[src/design/bust_pkg.sv]
`timescale 1ns / 1ps
`default_nettype none
// ----------------------------------------------------------------------------
// bust_pkg
// Shared types and constants for the bounded unique set table: field widths,
// word layout, opcodes and controller states.
// ----------------------------------------------------------------------------
package bust_pkg;

  // Default geometry
  localparam int DEPTH_DEF     = 64;
  localparam int KEY_WIDTH_DEF = 32;

  // Field widths on the ports
  localparam int OP_W     = 2;
  localparam int KEY_IN_W = 32;
  localparam int RANK_W   = 6;
  localparam int OK_W     = 1;
  localparam int FILL_W   = 7;
  localparam int CAP_W    = 7;

  // Word widths (packed fields, rounded up to whole bytes)
  localparam int IN_BITS     = OP_W + KEY_IN_W + RANK_W;
  localparam int IN_DATA_W   = ((IN_BITS + 7) / 8) * 8;
  localparam int OUT_BITS    = OK_W + KEY_IN_W + FILL_W;
  localparam int OUT_DATA_W  = ((OUT_BITS + 7) / 8) * 8;

  // Field positions in the input word
  localparam int IN_OP_LSB   = 0;
  localparam int IN_KEY_LSB  = IN_OP_LSB + OP_W;
  localparam int IN_RANK_LSB = IN_KEY_LSB + KEY_IN_W;

  // Field positions in the output word
  localparam int OUT_OK_LSB   = 0;
  localparam int OUT_KEY_LSB  = OUT_OK_LSB + OK_W;
  localparam int OUT_FILL_LSB = OUT_KEY_LSB + KEY_IN_W;

  // Capacity after reset
  localparam logic [CAP_W-1:0] CAP_RESET = 7'd64;

  // Request opcodes
  typedef enum logic [OP_W-1:0] {
    OP_INSERT   = 2'd0,
    OP_ERASE    = 2'd1,
    OP_CONTAINS = 2'd2,
    OP_RANK     = 2'd3
  } op_t;

  // Controller states
  typedef enum logic [2:0] {
    ST_IDLE,
    ST_SCAN,
    ST_CAND_RD,
    ST_CAND_LD,
    ST_MOVE_RD,
    ST_MOVE_WR,
    ST_RESP
  } state_t;

endpackage : bust_pkg
`default_nettype wire

[src/design/bounded_unique_set_table_top.sv]
`timescale 1ns / 1ps
`default_nettype none
// ----------------------------------------------------------------------------
// bounded_unique_set_table_top
// Set of distinct keys in a table memory with one write and one read port and a fill count.
// Insert, erase, contains and rank query, one request in flight at a time.
// ----------------------------------------------------------------------------
// Sequence, N = keys held: insert, contains and erase scan the entries until a
// match or the end; an erase hit then moves the last entry into the hole. A full
// insert or a rank at or above N goes straight to the result. A rank query fetches
// a candidate, then scans all N entries for smaller keys, up to N candidates.
// Throughput: one request at a time, set by the one-entry-per-cycle memory
// read port; the next word is taken once the result is in the output register.
// Reset: fill count cleared, capacity set to 64; table contents are not cleared.
module bounded_unique_set_table_top #(
  parameter int DEPTH     = bust_pkg::DEPTH_DEF,
  parameter int KEY_WIDTH = bust_pkg::KEY_WIDTH_DEF
) (
  input  wire logic                            clk,
  input  wire logic                            rst_n,
  // request channel; tdata: opcode[1:0], key[33:2], rank[39:34]
  input  wire logic                            in_tvalid,
  output logic                                 in_tready,
  input  wire logic [bust_pkg::IN_DATA_W-1:0]  in_tdata,
  // result channel; tdata: ok[0], found_key[32:1], fill_count[39:33]
  output logic                                 out_tvalid,
  input  wire logic                            out_tready,
  output logic [bust_pkg::OUT_DATA_W-1:0]      out_tdata,
  // capacity write
  input  wire logic                            cfg_valid,
  output logic                                 cfg_ready,
  input  wire logic [bust_pkg::CAP_W-1:0]      cfg_data
);

  import bust_pkg::*;

  localparam int CW   = $clog2(DEPTH + 1);
  localparam int AW   = (DEPTH > 1) ? $clog2(DEPTH) : 1;
  localparam int RW   = (CW > RANK_W) ? CW : RANK_W;
  localparam int CMPW = (CW > CAP_W) ? CW : CAP_W;

  // Table memory
  logic [KEY_WIDTH-1:0] mem [DEPTH];
  logic                 mem_we;
  logic [AW-1:0]        mem_waddr;
  logic [KEY_WIDTH-1:0] mem_wdata;
  logic [AW-1:0]        mem_raddr;
  logic [KEY_WIDTH-1:0] rd_data_r;

  // Control and request registers
  state_t               state_r, state_nxt;
  op_t                  op_r, op_nxt;
  logic [KEY_WIDTH-1:0] key_r, key_nxt;
  logic [RANK_W-1:0]    rank_r, rank_nxt;
  logic [CW-1:0]        count_r, count_nxt;
  logic [CAP_W-1:0]     cap_r, cap_nxt;

  // Scan registers
  logic [CW-1:0]        idx_r, idx_nxt;
  logic                 rd_vld_r, rd_vld_nxt;
  logic [AW-1:0]        rd_idx_r, rd_idx_nxt;
  logic [AW-1:0]        slot_r, slot_nxt;
  logic [AW-1:0]        cand_idx_r, cand_idx_nxt;
  logic [KEY_WIDTH-1:0] cand_r, cand_nxt;
  logic [CW-1:0]        less_r, less_nxt;

  // Pending result and output register
  logic                 res_ok_r, res_ok_nxt;
  logic [KEY_WIDTH-1:0] res_key_r, res_key_nxt;
  logic                 out_valid_r, out_valid_nxt;
  logic                 out_ok_r, out_ok_nxt;
  logic [KEY_IN_W-1:0]  out_key_r, out_key_nxt;
  logic [FILL_W-1:0]    out_fill_r, out_fill_nxt;

  // Request fields
  op_t                  in_op;
  logic [KEY_IN_W-1:0]  in_key;
  logic [RANK_W-1:0]    in_rank;
  logic [KEY_WIDTH-1:0] in_key_m;

  // Derived conditions
  logic                 in_acc;
  logic                 full;
  logic                 rank_oor;
  logic                 issue;
  logic                 scan_end;
  logic                 rd_match;
  logic                 rd_less;
  logic [CW-1:0]        less_tot;
  logic                 rank_hit;
  logic                 out_free;
  logic [CW-1:0]        last_idx;

  assign in_op    = op_t'(in_tdata[IN_KEY_LSB-1:IN_OP_LSB]);
  assign in_key   = in_tdata[IN_RANK_LSB-1:IN_KEY_LSB];
  assign in_rank  = in_tdata[IN_BITS-1:IN_RANK_LSB];
  assign in_key_m = KEY_WIDTH'(in_key);

  assign in_tready = (state_r == ST_IDLE);
  assign in_acc    = in_tvalid && in_tready;
  assign cfg_ready = 1'b1;

  assign full     = (CMPW'(count_r) >= CMPW'(cap_r)) || (count_r == CW'(DEPTH));
  assign rank_oor = (RW'(in_rank) >= RW'(count_r));
  assign issue    = (idx_r < count_r);
  assign scan_end = !issue;
  assign rd_match = rd_vld_r && (rd_data_r == key_r);
  assign rd_less  = rd_vld_r && (rd_data_r < cand_r);
  assign less_tot = less_r + CW'(rd_less);
  assign rank_hit = (RW'(less_tot) == RW'(rank_r));
  assign out_free = !out_valid_r || out_tready;
  assign last_idx = count_r - CW'(1);

  // Memory: one write and one registered read per cycle
  always_ff @(posedge clk) begin
    if (mem_we) begin
      mem[mem_waddr] <= mem_wdata;
    end
    rd_data_r <= mem[mem_raddr];
  end

  // Next state
  always_comb begin
    state_nxt = state_r;
    unique case (state_r)
      ST_IDLE: begin
        if (in_acc) begin
          if (in_op == OP_INSERT && full) begin
            state_nxt = ST_RESP;
          end else if (in_op == OP_RANK) begin
            state_nxt = rank_oor ? ST_RESP : ST_CAND_RD;
          end else begin
            state_nxt = ST_SCAN;
          end
        end
      end
      ST_SCAN: begin
        if (op_r == OP_RANK) begin
          if (scan_end) begin
            state_nxt = rank_hit ? ST_RESP : ST_CAND_RD;
          end
        end else if (rd_match) begin
          state_nxt = (op_r == OP_ERASE) ? ST_MOVE_RD : ST_RESP;
        end else if (scan_end) begin
          state_nxt = ST_RESP;
        end
      end
      ST_CAND_RD: state_nxt = ST_CAND_LD;
      ST_CAND_LD: state_nxt = ST_SCAN;
      ST_MOVE_RD: state_nxt = ST_MOVE_WR;
      ST_MOVE_WR: state_nxt = ST_RESP;
      ST_RESP: begin
        if (out_free) begin
          state_nxt = ST_IDLE;
        end
      end
      default: state_nxt = ST_IDLE;
    endcase
  end

  // Datapath and memory control
  always_comb begin
    op_nxt        = op_r;
    key_nxt       = key_r;
    rank_nxt      = rank_r;
    count_nxt     = count_r;
    cap_nxt       = cap_r;
    idx_nxt       = idx_r;
    rd_vld_nxt    = rd_vld_r;
    rd_idx_nxt    = rd_idx_r;
    slot_nxt      = slot_r;
    cand_idx_nxt  = cand_idx_r;
    cand_nxt      = cand_r;
    less_nxt      = less_r;
    res_ok_nxt    = res_ok_r;
    res_key_nxt   = res_key_r;
    out_valid_nxt = out_valid_r && !out_tready;
    out_ok_nxt    = out_ok_r;
    out_key_nxt   = out_key_r;
    out_fill_nxt  = out_fill_r;
    mem_we        = 1'b0;
    mem_waddr     = count_r[AW-1:0];
    mem_wdata     = key_r;
    mem_raddr     = idx_r[AW-1:0];

    if (cfg_valid) begin
      cap_nxt = cfg_data;
    end

    unique case (state_r)
      ST_IDLE: begin
        if (in_acc) begin
          op_nxt       = in_op;
          key_nxt      = in_key_m;
          rank_nxt     = in_rank;
          idx_nxt      = '0;
          rd_vld_nxt   = 1'b0;
          cand_idx_nxt = '0;
          less_nxt     = '0;
          res_ok_nxt   = 1'b0;
          res_key_nxt  = '0;
        end
      end
      ST_SCAN: begin
        // stream entries 0..count-1, one read issued per cycle
        if (issue) begin
          mem_raddr  = idx_r[AW-1:0];
          idx_nxt    = idx_r + CW'(1);
          rd_vld_nxt = 1'b1;
          rd_idx_nxt = idx_r[AW-1:0];
        end else begin
          rd_vld_nxt = 1'b0;
        end
        if (op_r == OP_RANK) begin
          less_nxt = less_tot;
          if (scan_end) begin
            if (rank_hit) begin
              res_ok_nxt  = 1'b1;
              res_key_nxt = cand_r;
            end else begin
              cand_idx_nxt = cand_idx_r + AW'(1);
            end
          end
        end else if (rd_match) begin
          slot_nxt = rd_idx_r;
          if (op_r == OP_CONTAINS) begin
            res_ok_nxt = 1'b1;
          end
        end else if (scan_end && op_r == OP_INSERT) begin
          // absent and room left: append
          mem_we     = 1'b1;
          mem_waddr  = count_r[AW-1:0];
          mem_wdata  = key_r;
          count_nxt  = count_r + CW'(1);
          res_ok_nxt = 1'b1;
        end
      end
      ST_CAND_RD: begin
        mem_raddr = cand_idx_r;
      end
      ST_CAND_LD: begin
        cand_nxt   = rd_data_r;
        idx_nxt    = '0;
        rd_vld_nxt = 1'b0;
        less_nxt   = '0;
      end
      ST_MOVE_RD: begin
        mem_raddr = last_idx[AW-1:0];
      end
      ST_MOVE_WR: begin
        // last entry fills the hole left by the erased key
        mem_we     = 1'b1;
        mem_waddr  = slot_r;
        mem_wdata  = rd_data_r;
        count_nxt  = last_idx;
        res_ok_nxt = 1'b1;
      end
      ST_RESP: begin
        if (out_free) begin
          out_valid_nxt = 1'b1;
          out_ok_nxt    = res_ok_r;
          out_key_nxt   = KEY_IN_W'(res_key_r);
          out_fill_nxt  = FILL_W'(count_r);
        end
      end
      default: ;
    endcase
  end

  // Control registers
  always_ff @(posedge clk) begin
    if (!rst_n) begin
      state_r     <= ST_IDLE;
      count_r     <= '0;
      cap_r       <= CAP_RESET;
      rd_vld_r    <= 1'b0;
      out_valid_r <= 1'b0;
    end else begin
      state_r     <= state_nxt;
      count_r     <= count_nxt;
      cap_r       <= cap_nxt;
      rd_vld_r    <= rd_vld_nxt;
      out_valid_r <= out_valid_nxt;
    end
  end

  // Payload registers
  always_ff @(posedge clk) begin
    op_r       <= op_nxt;
    key_r      <= key_nxt;
    rank_r     <= rank_nxt;
    idx_r      <= idx_nxt;
    rd_idx_r   <= rd_idx_nxt;
    slot_r     <= slot_nxt;
    cand_idx_r <= cand_idx_nxt;
    cand_r     <= cand_nxt;
    less_r     <= less_nxt;
    res_ok_r   <= res_ok_nxt;
    res_key_r  <= res_key_nxt;
    out_ok_r   <= out_ok_nxt;
    out_key_r  <= out_key_nxt;
    out_fill_r <= out_fill_nxt;
  end

  assign out_tvalid = out_valid_r;
  assign out_tdata  = OUT_DATA_W'({out_fill_r, out_key_r, out_ok_r});

endmodule : bounded_unique_set_table_top
`default_nettype wire

[config.mk]
export PLATFORM = sky130hd
export DESIGN_NAME = bounded_unique_set_table_top
export DESIGN_NICKNAME = d
export VERILOG_FILES = /design/src/design/bust_pkg.sv /design/src/design/bounded_unique_set_table_top.sv
export SDC_FILE = /design/constraint.sdc
export NUM_CORES = 2
export LEC_CHECK = 0
export ABC_AREA = 1
export BUFFER_PORTS_ARGS = -buffer_cell sky130_fd_sc_hd__buf_2
export CAP_MARGIN = 40
export CORE_MARGIN = 5
export CORE_UTILIZATION = 35
export CTS_BUF_LIST = sky130_fd_sc_hd__clkbuf_8
export DETAILED_ROUTE_END_ITERATION = 6
export GPL_ROUTABILITY_DRIVEN = 0
export PLACE_DENSITY_LB_ADDON = 0.05
export SYNTH_ARGS = -nofsm -noshare
export SYNTH_HDL_FRONTEND = slang
export SYNTH_SLANG_ARGS = --single-unit
[constraint.sdc]
create_clock -name clk -period 8.4 [get_ports clk]
set_input_delay 0.42 -clock clk [delete_from_list [all_inputs] [get_ports clk]]
set_output_delay 0.42 -clock clk [all_outputs]
set_load 0.03 [all_outputs]
==> run_results.csv <==
group,metric,value,unit
status,status,"finished, final reports clean",
worst_setup_path,required,9.39,ns
worst_setup_path,crit_path_start_kind,"flop",
synth,ys_ff_latch,2276,
drt,viasPerCell,5.212,
drt,drcViolationCount,0,
sta,setup_viol,0,
synth,syn_area,100200,um2
layout,syn_to_final_growth,14.75,%
worst_setup_path,cp_max_fo,163,
sta,tns,0,ns
synth,synth_area_leaders,"edfxtp_1 (67%), nand3_1 (11%), nand3b_1 (5.9%), nand2_1 (5.0%), inv_1 (4.9%)",
drt,vias,69690,
hold_path,hold_end,"op_r[1]",
synth,yosys.area.top_type,"edfxtp_1",
drt,antenna_left,0,
clock_tree,clk_pin_slew_worst_paths,0.07,ns
worst_setup_path,r2r_setup_slack,3.16,ns
clock_tree,cts_hold_buffers,96,
placed_design,post-dp-hpwl,200.0,mm
worst_setup_path,crit_arrival,6.24,ns
sta,finalHoldViolCount,0,
clock_tree,cts_post_setup_buffers_inserted,0,
sta,clock-skew-final,0.09118,ns
drt,wl_per_cell,27.11,um
drt,drt_iter0_markers,6555,
layout,fin_cells,13370,
synth,ys_types,46,
sta,relSlewSlack,0.2192,
grt,grt_max_degree,165,
sta,timing_worst_slew_pin_value,1.171,ns
clock_tree,cts_buffer_depth,4,
synth,ys_seq_area_frac,0.6768,
power,power_density,412.2,nW/um2
die,row_count,196,
die,core_region_area,285200,um2
sta,grt_setup_unrepaired,"no",
clock_tree,clkLatencyLatePin,1.07,ns
worst_setup_path,r2r_start,"state_r[2]",
grt,grt-ovfl-total,0,
layout,drive_above_1_share,0.1006,
synth,synth_cells,8990,
worst_setup_path,crit_path_end_kind,"flop",
drt,wirelength,362.5,mm
clock_tree,cts_tree,"yes",
clock_tree,postCtsResizedCells,0,
die,start_util,0.3514,
layout,final.fill_count,27550,
die,die_w,545.2,um
synth,syn-num-nets,9099,
synth,syn_avg_cell_area,11.15,um2
layout,multi_input_area,25680,um2
synth,yosys_warnings,0,
die,pin_count,95,
sta,finalCriticalPeriod,5.244,ns
worst_setup_path,rr_worst_depth,14,
hold_path,hold_path.class,"in2reg",
die,dieArea,297200,um2
grt,antenna_found_initial,17,
worst_setup_path,cp-startpoint,"state_r[2]",
placed_design,io_buffers,93,
worst_setup_path,reg2reg_to,"rd_data_r[5]",
clock_tree,h-tree-depth,5,
synth,synth_top_area_frac,0.6666,
sta,period_share,0.6243,
clock_tree,cts_made_buffers,410,
hold_path,holdCritStartpoint,"in_tdata[1]",
placed_design,dp_cells,12510,
power,peakVddDrop,542.6,uV
clock_tree,cts_sinks,2276,
clock_tree,cts-root-buf,"clkbuf_8",
worst_setup_path,crit_type,"reg2reg",
drt,dr.pass1.iters,6,
layout,ff_latch_area,67840,um2
flow_run,cap_violations,0,
layout,nNetsFinal,9367,
sta,fmax,190.7,MHz
sta,slew_viol_final,0,
grt,grt_pass1_wl,514.1,mm
power,p_leak,0.04460,uW
grt,first_global_vias,67190,
hold_path,hold_path_depth,2,
grt,gr-usage-all-layers,0.2358,
die,die_y,545.2,um
-- cell families after synthesis --
kind of cell | synth area share
other | 0.00003741
AO/OA/AOI/OAI | 0.006928
AND/OR/NAND/NOR | 0.2311
flip-flops | 0.6768
adder cells (fa/ha/maj) | 0.007115
XOR/XNOR | 0.002621
buffers and inverters | 0.07543
-- flip-flops by register name (all words and copies together) (netlist names), 2 cells and up --
register and cells:
cand_idx_r 6, cand_r 32, cap_r 7, count_r 7, idx_r 7, key_r 32
less_r 7, mem 2048, op_r 2, out_fill_r 7, out_key_r 32, rank_r 6
rd_data_r 32, rd_idx_r 6, res_key_r 32, slot_r 6, state_r 3
-- Yosys cell counts, drive strengths merged --
library cell     n
xor2            15
nand2         1343
o211ai           2
nor3            17
o21a             4
buf            316
ha              57
o21ai           63
clkinv           1
o221ai           1
nand3         2211
a211oi           3
dfxtp           51
a22oi            2
or2              9
nand3b         791
o21bai           2
o31ai            1
nand4           28
inv           1328
clkbuf         260
a21oi           43
and3             1
a31oi            1
o22ai            1
edfxtp        2225
nor3b            1
or3              1
nor4             4
a21o             2
xnor2           15
nor2           188
conb             1
o2111ai          2
-- worst max-delay path by stage --
stage,to
after floorplan,mem[48][0]
after global placement,rd_data_r[5]
after detailed placement,rd_data_r[5]
after CTS,rd_data_r[5]
after global routing,rd_data_r[5]
final,rd_data_r[5]
-- area by class of cell --
class	count	share of cell area
multi-input cells	4809	0.2233
well taps	3762	0.04093
diodes	6	0.0001305
inverters	1329	0.04370
clock buffers	428	0.05122
flip-flops and latches	2276	0.5898
clock inverters	329	0.01389
repair buffers	432	0.03705
-- metrics by stage --
stage	hold slack (ns)	power, uW	utilization	cell area [um2]	setup slack [ns]
floorplan	0.4003	27400	-	100200	3.260
global placement	0.4013	37510	0.3695	105400	3.017
detailed placement	0.4054	37910	0.3735	106500	3.017
CTS	0.004267	47820	0.4032	115000	3.003
global route	0.08273	49900	0.4032	115000	2.894
finish	0.1278	47400	0.4033	115000	3.156
-- placed cells by master, fill, tap and decap left out, types with 9 or more instances in the layout --
master / instances
nand3b_1: 791
dfxtp_1: 51
a21oi_1: 42
nand3_1: 2207
clkinv_1: 106
ha_1: 57
clkbuf_8: 428
inv_1: 1472
inv_6: 9
edfxtp_1: 2225
buf_4: 168
clkinv_2: 38
xnor2_1: 15
nand2_1: 1330
nand2_2: 11
nor2_1: 120
dlygate4sd3_1: 96
o21ai_0: 39
nor3_1: 16
o21ai_4: 22
xor2_1: 15
buf_2: 94
nor2_4: 67
nand4_1: 28
buf_12: 49
or2_2: 9
buf_16: 17
-- report_power, final --
| part | leakage, uW | internal [uW] | total, uW | switching, uW |
|---|---|---|---|---|
| clock | 0.00440 | 4860 | 9740 | 4880 |
| sequential | 0.0205 | 13800 | 14400 | 572 |
| combinational | 0.0197 | 5680 | 23300 | 17600 |
| total | 0.0446 | 24300 | 47400 | 23100 |
-- routing by layer --
layer	global-route usage	wire length [um]	vias to the layer above
met5	0	0	-
met1	0.3472	170900	35380
met3	0.02742	19040	510
met4	0.06531	9545	0
met2	0.3685	163100	2250
li1	-	-	31550
-- worst max-delay path: stages, from the launching register on --
cell and delay (ns):
dfxtp_1 0.59, inv_2 0.17, nand3_4 0.15, nand3_4 0.56, nand3_4 0.78, buf_12 0.48, buf_4 0.63, nand2_1 0.10
nand2_1 0.09, nand2_1 0.05, nand3_1 0.09, nand3_1 0.11, nand3_1 0.27, nand3_1 0.60, nand2_1 0.21
Note: power is estimated with default switching activity, not from simulation.
